--- config.mk ---
export PLATFORM = sky130hd
export DESIGN_NAME = palette_index_bitplane_packer
export DESIGN_NICKNAME = d
export VERILOG_FILES = /design/src/rtl/core/pibp_pkg.sv /design/src/rtl/core/palette_index_bitplane_packer.sv /design/src/rtl/core/pibp_cell.sv /design/src/rtl/core/pibp_planes.sv
export SDC_FILE = /design/constraint.sdc
export NUM_CORES = 1
export LEC_CHECK = 0
export ABC_CLOCK_PERIOD_IN_PS = 14400
export BUFFER_PORTS_ARGS = -buffer_cell sky130_fd_sc_hd__buf_2
export CORE_AREA = 2 2 157 159
export CTS_CLUSTER_SIZE = 25
export DETAILED_ROUTE_END_ITERATION = 7
export DIE_AREA = 0 0 159 161
export GPL_TIMING_DRIVEN = 1
export HOLD_SLACK_MARGIN = 0.08
export PLACE_DENSITY = 0.75
export SLEW_MARGIN = 30
export SYNTH_ARGS = -nofsm -noshare
export SYNTH_HDL_FRONTEND = slang
export SYNTH_HIERARCHICAL = 1
export SYNTH_SLANG_ARGS = --single-unit
--- constraint.sdc ---
create_clock -name clk -period 14.4 [get_ports clk]
set_input_delay 4.32 -clock clk [delete_from_list [all_inputs] [get_ports clk]]
set_output_delay 4.32 -clock clk [all_outputs]
set_load 0.01 [all_outputs]
--- src/rtl/core/pibp_pkg.sv ---
// Shared types and constants of the palette index bitplane packer.
package pibp_pkg;

  localparam int unsigned COLOUR_W = 6;
  localparam int unsigned INDEX_W  = 5;
  localparam int unsigned PLANES   = 4;
  localparam int unsigned LINE_PIXELS = 8;
  localparam int unsigned WORD_W   = 32;
  localparam logic [INDEX_W-1:0] OVERFLOW_INDEX = 5'd16;
  localparam logic [7:0] CHANNEL_TOP = 8'hc0;

  localparam logic OP_PIXEL  = 1'b0;
  localparam logic OP_APPEND = 1'b1;

  typedef enum logic {
    ST_IDLE,
    ST_BUSY
  } state_t;

  // Control broadcast to every palette cell
  typedef struct packed {
    logic                wr_en;
    logic                sel;
    logic [COLOUR_W-1:0] wr_colour;
    logic [COLOUR_W-1:0] cmp_colour;
  } cell_ctrl_t;

  // What the plane accumulators give back for the current pixel
  typedef struct packed {
    logic [WORD_W-1:0] line_word;
    logic              line_done;
  } plane_res_t;

endpackage

--- src/rtl/core/palette_index_bitplane_packer.sv ---
// Top level of the palette index bitplane packer.
// Each accepted word is first captured; once the output slot is free, the row of
// palette cells compares the colour against the filled entries of the selected palette,
// a first-hit link through the row picks the lowest match, and the palette and the
// bitplane accumulators update. A new word is taken only once the last one is
// resolved and has been handed to the output register. The result sits in an output
// register, so the next word is accepted while it waits. in_tuser carries the opcode
// (bit 0, 1 = append direct colour) and the palette select (bit 1, 1 = sprite).
// out_tlast marks the word that closes a line of eight and carries line_word.
module palette_index_bitplane_packer #(
  parameter int unsigned PALETTE_DEPTH = 16
) (
  input  logic        clk,
  input  logic        rst_n,
  input  logic        cfg_we,
  input  logic        cfg_wdata,     // sprite_mode
  input  logic        in_tvalid,
  output logic        in_tready,
  input  logic [39:0] in_tdata,      // red[7:0], green[15:8], blue[23:16], alpha[31:24],
                                     // direct_colour[37:32], zero
  input  logic [1:0]  in_tuser,      // opcode[0], palette_select[1]
  output logic        out_tvalid,
  input  logic        out_tready,
  output logic [39:0] out_tdata,     // palette_index[4:0], line_word[36:5], zero
  output logic        out_tlast,     // line_done
  output logic        out_tuser      // overflow
);

  localparam int unsigned CNT_W = $clog2(PALETTE_DEPTH + 1);

  pibp_pkg::state_t state_r, state_nxt;

  logic        sprite_mode_r;
  logic [39:0] cmd_data_r;
  logic [1:0]  cmd_user_r;
  logic [CNT_W-1:0] bg_cnt_r, bg_cnt_nxt;
  logic [CNT_W-1:0] spr_cnt_r, spr_cnt_nxt;

  logic        out_valid_r, out_valid_nxt;
  logic [4:0]  out_index_r;
  logic [31:0] out_word_r;
  logic        out_done_r;
  logic        out_ovf_r;

  logic        opcode, sel, opaque, work, out_free, found, full, need_append, append_ok;
  logic [pibp_pkg::COLOUR_W-1:0] pixel_colour;
  logic [CNT_W-1:0] cnt_sel;
  logic [pibp_pkg::INDEX_W-1:0] hit_index, index;
  pibp_pkg::cell_ctrl_t ctrl;
  pibp_pkg::plane_res_t plane_res;
  logic [PALETTE_DEPTH:0]   found_link;
  logic [PALETTE_DEPTH-1:0] take;
  logic [PALETTE_DEPTH-1:0] cmp_en;
  logic [PALETTE_DEPTH-1:0] wr_sel;

  assign opcode   = cmd_user_r[0];
  assign sel      = cmd_user_r[1];
  assign opaque   = (cmd_data_r[31:24] != 8'd0);
  assign out_free = !out_valid_r || out_tready;
  assign work     = (state_r == pibp_pkg::ST_BUSY) && out_free;
  assign cnt_sel  = sel ? spr_cnt_r : bg_cnt_r;
  assign full     = (cnt_sel == CNT_W'(PALETTE_DEPTH));

  // blue, green, red top bits from the high end down
  assign pixel_colour = {cmd_data_r[23:22], cmd_data_r[15:14], cmd_data_r[7:6]};

  // Row of palette cells
  assign found_link[0] = 1'b0;

  for (genvar i = 0; i < PALETTE_DEPTH; i++) begin : g_cell
    localparam logic [CNT_W-1:0] SLOT = CNT_W'(i);

    // skip entry 0 in sprite mode, and entries not yet filled
    assign cmp_en[i] = (opcode == pibp_pkg::OP_PIXEL) && opaque && (SLOT < cnt_sel)
                       && !(sprite_mode_r && (i == 0));
    assign wr_sel[i] = (SLOT == cnt_sel);

    pibp_cell u_cell (
      .clk       (clk),
      .ctrl      (ctrl),
      .wr_sel    (wr_sel[i]),
      .cmp_en    (cmp_en[i]),
      .found_in  (found_link[i]),
      .found_out (found_link[i+1]),
      .take      (take[i])
    );
  end

  assign found = found_link[PALETTE_DEPTH];

  always_comb begin
    hit_index = '0;
    for (int i = 0; i < PALETTE_DEPTH; i++) begin
      if (take[i]) begin
        hit_index = hit_index | pibp_pkg::INDEX_W'(i);
      end
    end
  end

  always_comb begin
    need_append = (opcode == pibp_pkg::OP_APPEND) || (opaque && !found);
    append_ok   = need_append && !full;

    if (need_append) begin
      index = full ? pibp_pkg::OVERFLOW_INDEX : pibp_pkg::INDEX_W'(cnt_sel);
    end else if (found) begin
      index = hit_index;
    end else begin
      index = '0;
    end

    ctrl.wr_en      = work && append_ok;
    ctrl.sel        = sel;
    ctrl.wr_colour  = (opcode == pibp_pkg::OP_APPEND) ? cmd_data_r[37:32] : pixel_colour;
    ctrl.cmp_colour = pixel_colour;

    bg_cnt_nxt  = bg_cnt_r;
    spr_cnt_nxt = spr_cnt_r;
    if (work && append_ok) begin
      if (sel) begin
        spr_cnt_nxt = spr_cnt_r + CNT_W'(1);
      end else begin
        bg_cnt_nxt = bg_cnt_r + CNT_W'(1);
      end
    end
  end

  pibp_planes u_planes (
    .clk        (clk),
    .rst_n      (rst_n),
    .step       (work && (opcode == pibp_pkg::OP_PIXEL)),
    .plane_bits (index[pibp_pkg::PLANES-1:0]),
    .res        (plane_res)
  );

  // Control: capture a word, then resolve it once the output slot is free
  always_comb begin
    state_nxt     = state_r;
    out_valid_nxt = out_valid_r && !out_tready;
    in_tready     = 1'b0;
    case (state_r)
      pibp_pkg::ST_IDLE: begin
        in_tready = 1'b1;
        if (in_tvalid) begin
          state_nxt = pibp_pkg::ST_BUSY;
        end
      end
      pibp_pkg::ST_BUSY: begin
        if (out_free) begin
          state_nxt     = pibp_pkg::ST_IDLE;
          out_valid_nxt = 1'b1;
        end
      end
      default: begin
        state_nxt = pibp_pkg::ST_IDLE;
      end
    endcase
  end

  always_ff @(posedge clk) begin
    if (!rst_n) begin
      state_r       <= pibp_pkg::ST_IDLE;
      sprite_mode_r <= 1'b0;
      bg_cnt_r      <= '0;
      spr_cnt_r     <= '0;
      out_valid_r   <= 1'b0;
    end else begin
      state_r     <= state_nxt;
      bg_cnt_r    <= bg_cnt_nxt;
      spr_cnt_r   <= spr_cnt_nxt;
      out_valid_r <= out_valid_nxt;
      if (cfg_we) begin
        sprite_mode_r <= cfg_wdata;
      end
    end
  end

  always_ff @(posedge clk) begin
    if (in_tvalid && in_tready) begin
      cmd_data_r <= in_tdata;
      cmd_user_r <= in_tuser;
    end
    if (work) begin
      out_index_r <= index;
      out_word_r  <= plane_res.line_word;
      out_done_r  <= plane_res.line_done;
      out_ovf_r   <= need_append && full;
    end
  end

  assign out_tvalid = out_valid_r;
  assign out_tdata  = {3'b000, out_word_r, out_index_r};
  assign out_tlast  = out_done_r;
  assign out_tuser  = out_ovf_r;

  // Checks
  a_count_bound: assert property (@(posedge clk) disable iff (!rst_n)
    (bg_cnt_r <= CNT_W'(PALETTE_DEPTH)) && (spr_cnt_r <= CNT_W'(PALETTE_DEPTH)))
    else $error("palette count beyond depth");

  a_single_hit: assert property (@(posedge clk) disable iff (!rst_n)
    $onehot0(take))
    else $error("more than one cell took the colour");

  a_ovf_index: assert property (@(posedge clk) disable iff (!rst_n)
    out_tvalid && out_tuser |-> out_tdata[4:0] == pibp_pkg::OVERFLOW_INDEX)
    else $error("overflow without overflow index");

  a_word_only_on_line: assert property (@(posedge clk) disable iff (!rst_n)
    out_tvalid && !out_tlast |-> out_tdata[36:5] == 32'd0)
    else $error("line word set without line end");

  a_count_step: assert property (@(posedge clk) disable iff (!rst_n)
    !work |=> $stable(bg_cnt_r) && $stable(spr_cnt_r))
    else $error("palette count moved while idle");

endmodule

--- src/rtl/core/pibp_cell.sv ---
// One palette cell: a background and a sprite entry, a compare and a first-hit link.
module pibp_cell (
  input  logic                   clk,
  input  pibp_pkg::cell_ctrl_t   ctrl,
  input  logic                   wr_sel,
  input  logic                   cmp_en,
  input  logic                   found_in,
  output logic                   found_out,
  output logic                   take
);

  logic [pibp_pkg::COLOUR_W-1:0] bg_entry_r;
  logic [pibp_pkg::COLOUR_W-1:0] spr_entry_r;
  logic [pibp_pkg::COLOUR_W-1:0] entry;
  logic                          hit;

  always_ff @(posedge clk) begin
    if (ctrl.wr_en && wr_sel) begin
      if (ctrl.sel) begin
        spr_entry_r <= ctrl.wr_colour;
      end else begin
        bg_entry_r <= ctrl.wr_colour;
      end
    end
  end

  always_comb begin
    entry     = ctrl.sel ? spr_entry_r : bg_entry_r;
    hit       = cmp_en && (entry == ctrl.cmp_colour);
    // pass the hit on; only the first cell that matches takes it
    take      = hit && !found_in;
    found_out = found_in || hit;
  end

endmodule

--- src/rtl/core/pibp_planes.sv ---
// Bitplane accumulators: shift one index per pixel into four plane bytes.
module pibp_planes (
  input  logic                       clk,
  input  logic                       rst_n,
  input  logic                       step,
  input  logic [pibp_pkg::PLANES-1:0] plane_bits,
  output pibp_pkg::plane_res_t       res
);

  logic [2:0] pos_r;
  logic [2:0] pos_nxt;
  logic [7:0] acc_r   [pibp_pkg::PLANES];
  logic [7:0] acc_nxt [pibp_pkg::PLANES];
  logic [7:0] merged  [pibp_pkg::PLANES];
  logic       last;

  always_comb begin
    last = (pos_r == 3'(pibp_pkg::LINE_PIXELS - 1));
    for (int p = 0; p < pibp_pkg::PLANES; p++) begin
      merged[p]  = acc_r[p] | (8'(plane_bits[p]) << (3'd7 - pos_r));
      acc_nxt[p] = acc_r[p];
    end
    pos_nxt = pos_r;
    res.line_word = '0;
    res.line_done = 1'b0;
    if (step) begin
      if (last) begin
        res.line_word = {merged[3], merged[2], merged[1], merged[0]};
        res.line_done = 1'b1;
        pos_nxt = '0;
        for (int p = 0; p < pibp_pkg::PLANES; p++) begin
          acc_nxt[p] = '0;
        end
      end else begin
        pos_nxt = pos_r + 3'd1;
        for (int p = 0; p < pibp_pkg::PLANES; p++) begin
          acc_nxt[p] = merged[p];
        end
      end
    end
  end

  always_ff @(posedge clk) begin
    if (!rst_n) begin
      pos_r <= '0;
      for (int p = 0; p < pibp_pkg::PLANES; p++) begin
        acc_r[p] <= '0;
      end
    end else begin
      pos_r <= pos_nxt;
      for (int p = 0; p < pibp_pkg::PLANES; p++) begin
        acc_r[p] <= acc_nxt[p];
      end
    end
  end

endmodule
Word level (Yosys, flattened, before mapping). Memory sizes are Yosys's and may differ from the RTL's. Index checks and enable logic that the tools add are counted.

Output and inout bits: 44. Memories kept: 1. Input bits: 48. Word-level logic and storage cells: 312. Register bits: 287. Memory bits (writable): 32.

Memory list: u_planes.acc_r (depth 4, width 8, rd ports 4, clocked after memory_dff 0, write ports 4, line pibp_planes.sv:12) `logic [7:0] acc_r [pibp_pkg::PLANES];`.

Reduce and logical (&&, ||, !) cells: 147. Magnitude comparators: 16. Bitwise logic cells: 11. Equal/unequal tests: 33. Shift-type cells: 4. $add $sub $neg: 4. Multiplexer cells: 52.

Operators with widths (number): 6-bit 2-to-1 mux (17); 6-bit equality test (16); 1-bit logical AND (73); 2-bit AND reduction (35); 32-bit 2-to-1 mux (2); 4-bit by 5-bit equality test with 1-bit output (first input constant) (8); 4-bit by 5-bit < comparator with 1-bit output (first input constant) (8); 4-bit 2-to-1 mux (9); 8-bit 2-to-1 mux (4); 8-bit OR (4); 1-bit by 3-bit left shift with 8-bit output (4); 3-bit by 5-bit equality test with 1-bit output (first input constant) (4); 1-bit zero test (20); 3-bit by 5-bit < comparator with 1-bit output (first input constant) (4); 1-bit logical OR (17); 3-bit 2-to-1 mux (5); 5-bit 2-to-1 mux (3); 5-bit by 1-bit adder with 5-bit output (second input constant) (2); 2-bit by 5-bit equality test with 1-bit output (first input constant) (2); 1-bit by 5-bit < comparator with 1-bit output (first input constant) (2); 2-bit by 5-bit < comparator with 1-bit output (first input constant) (2); 1-bit 2-to-1 mux (9); 8-bit nonzero test (1); 1-bit by 5-bit equality test with 1-bit output (first input constant) (1); other kinds (9) (15).

Logic depth before layout (Yosys ltp).
Depth in word-level cells: 29. Depth in mapped cells: 30. Depth with buffers taken out: 27.

Modules after synthesis. The synthesis kept the hierarchy.

Modules (own cells, without submodules): pibp_cell (area each 573.0 sq um, instances 16, cells each 33); palette_index_bitplane_packer (area each 3071.7 sq um, instances 1, cells each 230); pibp_planes (area each 1823.0 sq um, instances 1, cells each 208).

Worst setup path after synthesis. Ideal clock, no wire load.

Kind: input to register. From: input port out_tready. To: register g_cell[0].u_cell/bg_entry_r[0] (netlist name) (enable). Stages: 7. Arrival time: 7.475 ns. Buffers on the path: 1. Required time: 14.050 ns. Setup slack: 6.575 ns. Cells stage by stage: nor2b_1 -> nor2_1 -> o211ai_4 -> buf_4 -> inv_1 -> nand2_1 -> nor2_1.

RTL lines: start, declared (line palette_index_bitplane_packer.sv:23) `input logic out_tready,`; end signal, assigned (line pibp_cell.sv:22) `bg_entry_r <= ctrl.wr_colour;`; end, declared (line pibp_cell.sv:12) `logic [pibp_pkg::COLOUR_W-1:0] bg_entry_r;`.

Worst setup path in the final report.
From: register cmd_user_r[1]. To: register out_word_r[16], data pin.

Word-level cells in the longest chain between the ends: 26.

RTL lines: start, declared (line palette_index_bitplane_packer.sv:35) `logic [1:0] cmd_user_r;`; start signal, assigned (line palette_index_bitplane_packer.sv:181) `cmd_user_r <= in_tuser;`; 5-bit 2-to-1 mux (*) (line palette_index_bitplane_packer.sv:61) `assign cnt_sel = sel ? spr_cnt_r : bg_cnt_r;`; 1-bit by 5-bit < comparator with 1-bit output (*) (line palette_index_bitplane_packer.sv:74) `assign cmp_en[i] = (opcode == pibp_pkg::OP_PIXEL) && opaque && (SLOT < cnt_sel)`; 1-bit logical AND (*) (line palette_index_bitplane_packer.sv:74); 1-bit logical AND (*) (line palette_index_bitplane_packer.sv:75) `&& !(sprite_mode_r && (i == 0));`; via cmp_en[0] (line palette_index_bitplane_packer.sv:53) `logic [PALETTE_DEPTH-1:0] cmp_en;`; 1-bit logical AND (*) (line pibp_cell.sv:29) `hit = cmp_en && (entry == ctrl.cmp_colour);`; via found_link[1] (line palette_index_bitplane_packer.sv:51) `logic [PALETTE_DEPTH:0] found_link;`; 1-bit logical OR (*) (line pibp_cell.sv:32) `found_out = found_in || hit;`; via found_link[2] (line palette_index_bitplane_packer.sv:51); (+1 left out); via found_link[3] (line palette_index_bitplane_packer.sv:51); (+1 left out); via found_link[4] (line palette_index_bitplane_packer.sv:51); (+1 left out); via found_link[5] (line palette_index_bitplane_packer.sv:51); (+1 left out); via found_link[6] (line palette_index_bitplane_packer.sv:51); (+1 left out); via found_link[7] (line palette_index_bitplane_packer.sv:51); (+1 left out); via found_link[8] (line palette_index_bitplane_packer.sv:51); (+1 left out); via found_link[9] (line palette_index_bitplane_packer.sv:51); (+1 left out); via found_link[10] (line palette_index_bitplane_packer.sv:51); (+1 left out); via found_link[11] (line palette_index_bitplane_packer.sv:51); (+1 left out); via found_link[12] (line palette_index_bitplane_packer.sv:51); (+1 left out); via found_link[13] (line palette_index_bitplane_packer.sv:51); (+1 left out); via found_link[14] (line palette_index_bitplane_packer.sv:51); (+1 left out); via found_link[15] (line palette_index_bitplane_packer.sv:51); (+1 left out); via found (line palette_index_bitplane_packer.sv:45) `logic opcode, sel, opaque, work, out_free, found, full, need_append, append_ok;`; 1-bit zero test (line palette_index_bitplane_packer.sv:101) `need_append = (opcode == pibp_pkg::OP_APPEND) || (opaque && !found);`; 1-bit logical AND (line palette_index_bitplane_packer.sv:101); 1-bit logical OR (line palette_index_bitplane_packer.sv:101); 5-bit 2-to-1 mux (*) (line palette_index_bitplane_packer.sv:104) `if (need_append) begin`; via index (one bit) (line palette_index_bitplane_packer.sv:48) `logic [pibp_pkg::INDEX_W-1:0] hit_index, index;`; 1-bit by 3-bit left shift with 8-bit output (*) (line pibp_planes.sv:20) `merged[p] = acc_r[p] | (8'(plane_bits[p]) << (3'd7 - pos_r));`; 8-bit OR (*) (line pibp_planes.sv:20); end signal, assigned (line palette_index_bitplane_packer.sv:185) `out_word_r <= plane_res.line_word;`; end, declared (line palette_index_bitplane_packer.sv:41) `logic [31:0] out_word_r;`.

The timed path passes the listed nets; every way through them passes the cells marked *. A chain may end at the register's enable or synchronous reset.

==> flow_summary.yaml <==
floorplanning:
  core_area_um2: 23960
  fp.dieH_um: 161
  initial_utilization_pct: 58.67
  io_pins: 92
  die_area_um2: 25600
  num_rows: 57
  die_w_um: 159
place:
  place_ws_ns: 6.223
  place_inst: 1325
  finalWeightedCongestion: 0.8054
  port_buffers: 68
  hpwl_mm: 16.64
hold_path:
  holdPathStages: 2
  hold_path.class: "flip-flop to flip-flop"
timing:
  hold_violations: 0
  fin_crit_sh_pct: 56.26
  relSlewSlack_pct: 35.68
  fin_ws_ns: 6.298
  slew_violations: 0
  min_period_ns: 8.102
  rsz0062_at_grt: "false"
  setup_viol_count_final: 0
  clock.fmax_ghz: 0.1234
  finalSetupTns_ns: 0
  fin_skew_ns: 0.01846
  worstMarginPinSlew_ns: 0.9648
cells_and_area:
  layout-drive-gt1-share_pct: 26.52
  fin_cells: 1380
  antenna_cells: 0
  final_nets: 1085
  regArea_um2: 8558
  multi_input_area_um2: 5055
  area_delta_synth_final_pct: 10.96
  nFillCells: 1735
critical_path:
  worstPathMaxFanout: 140
  worstPathArrival_ns: 8.49
  path_class: "flip-flop to flip-flop"
  crit_path_start_kind: "flip-flop"
  crit_slowest_cell: "o22ai_1"
  r2r_cells: 28
  cpPeakStageDelay_ns: 0.80
  crit_top_cell: "o21bai_1"
  worst_path_dominant_cell_family: "compound AO/OA/AOI/OAI gates"
  cp.depth: 28
  critPathBufInv: 1
  end_kind: "flip-flop"
  crit_required_ns: 14.79
logic_synthesis:
  netlist_instances: 965
  yosysWarnings: 6
  synth_area_um2: 14060
  synth_area_per_cell_um2: 14.57
clock_network:
  cts_tree: "built"
  numCtsBuffers: 30
  hold_buffers: 0
  cts_resized: 0
  cts.clk_slew.worst_paths_ns: 0.06
  cts_sinks: 301
  cts_buffer_depth: 3
  cts-root-buf: "clkbuf_16"
  clock_latency_ns: 0.56
  cts.htree.levels: 1
  post_cts_buffers: 0
global_routing:
  antenna_found_initial: 0
  grt_max_degree: 141
  grt-ovfl-total: 0
  gr-usage-all-layers_pct: 21.11
  grt_pass1_vias: 7740
  grt_pass1_wl_mm: 42.35
detailed_routing:
  route.detailed.drc: 0
  ant_nets: 0
  wl_mm: 27.39
  wl_per_cell_um: 19.85
  drtIter0Drc: 635
  vias: 7994
  via_per_inst: 5.793
  dr.pass1.iters: 5
power:
  powerDensity_nw_per_um2: 120.4
  p_leak_nw: 5.280
  ir_drop_v: 0.0001305
status:
  outcome: "finished clean"
flow_run:
  drv_cap: 0
where the power goes:
part           switching (W)  internal, W
clock               0.000318     0.000455
combinational      0.0000901    0.0000439
sequential        0.00000656     0.000964
total               0.000415      0.00146
tightest hold or removal path, cell delays in order, from the launching register on:
cell and delay [ns]:
dfxtp_1 0.32, inv_1 0.05, a211oi_1 0.05
worst paths after layout:
| path | from | to | slack, ns |
|---|---|---|---|
| worst min-delay path | u_planes/acc_r[3][4] | u_planes/acc_r[3][4] | 0.47 |
| worst max register to register | cmd_user_r[1] | out_word_r[16] | 6.30 |
| worst min register to register | u_planes/acc_r[3][4] | u_planes/acc_r[3][4] | 0.47 |
| worst max-delay path | cmd_user_r[1] | out_word_r[16] | 6.30 |
metrics by stage:
step	cell area, µm²	total power [W]	hold slack, ns	util, %
6_report	15600	0.001877	0.4709	65.10
3_5_place_dp	14600	0.001124	0.4596	60.92
3_3_place_gp	14590	0.001120	0.4530	60.90
5_1_grt	15600	0.001932	0.4914	65.10
4_1_cts	15590	0.001890	0.4687	65.07
2_1_floorplan	14070	0.001086	0.4436	-
cell type report:
class	instances	share of cell area (%)
clock buffers	35	4.933
clock inverters	20	1.444
inverters	32	0.7700
multi-input cells	585	32.41
flip-flops and latches	301	54.86
well taps	324	2.599
repair buffers	83	2.984
cell usage in the layout (no fill, tap or decap), drive strengths merged, types with 8 or more instances in the layout:
cell type / n
o2111ai: 18
o21ai: 9
nand2: 38
nor3b: 19
mux2: 23
inv: 32
mux2i: 88
nor2: 45
nand3: 8
a211oi: 28
nor3: 30
xor2: 80
buf: 83
a21oi: 42
edfxtp: 253
clkinv: 13
clkbuf: 35
o21bai: 16
dfxtp: 48
and3: 32
o2bb2ai: 32
sequential cells by signal, summed over array words and instances, names as in the netlist:
name / cells
u_planes/acc_r: 32
state_r: 1
g_cell.u_cell/bg_entry_r: 96
cmd_data_r: 20
cmd_user_r: 2
out_word_r: 32
out_tlast: 1
out_index_r: 5
sprite_mode_r: 1
u_planes/pos_r: 3
out_tuser: 1
out_tvalid: 1
spr_cnt_r: 5
g_cell.u_cell/spr_entry_r: 96
bg_cnt_r: 5
metal layers:
metal / global-route usage (%) / part of all wire [%] / vias up
met5: 0 / 0 / -
met1: 28.11 / 43 / 3982
met4: 5.661 / 2.0 / 0
met2: 36.96 / 50 / 226
li1: - / - / 3739
met3: 2.799 / 5.1 / 47
Power figures use the tool's default switching activity.
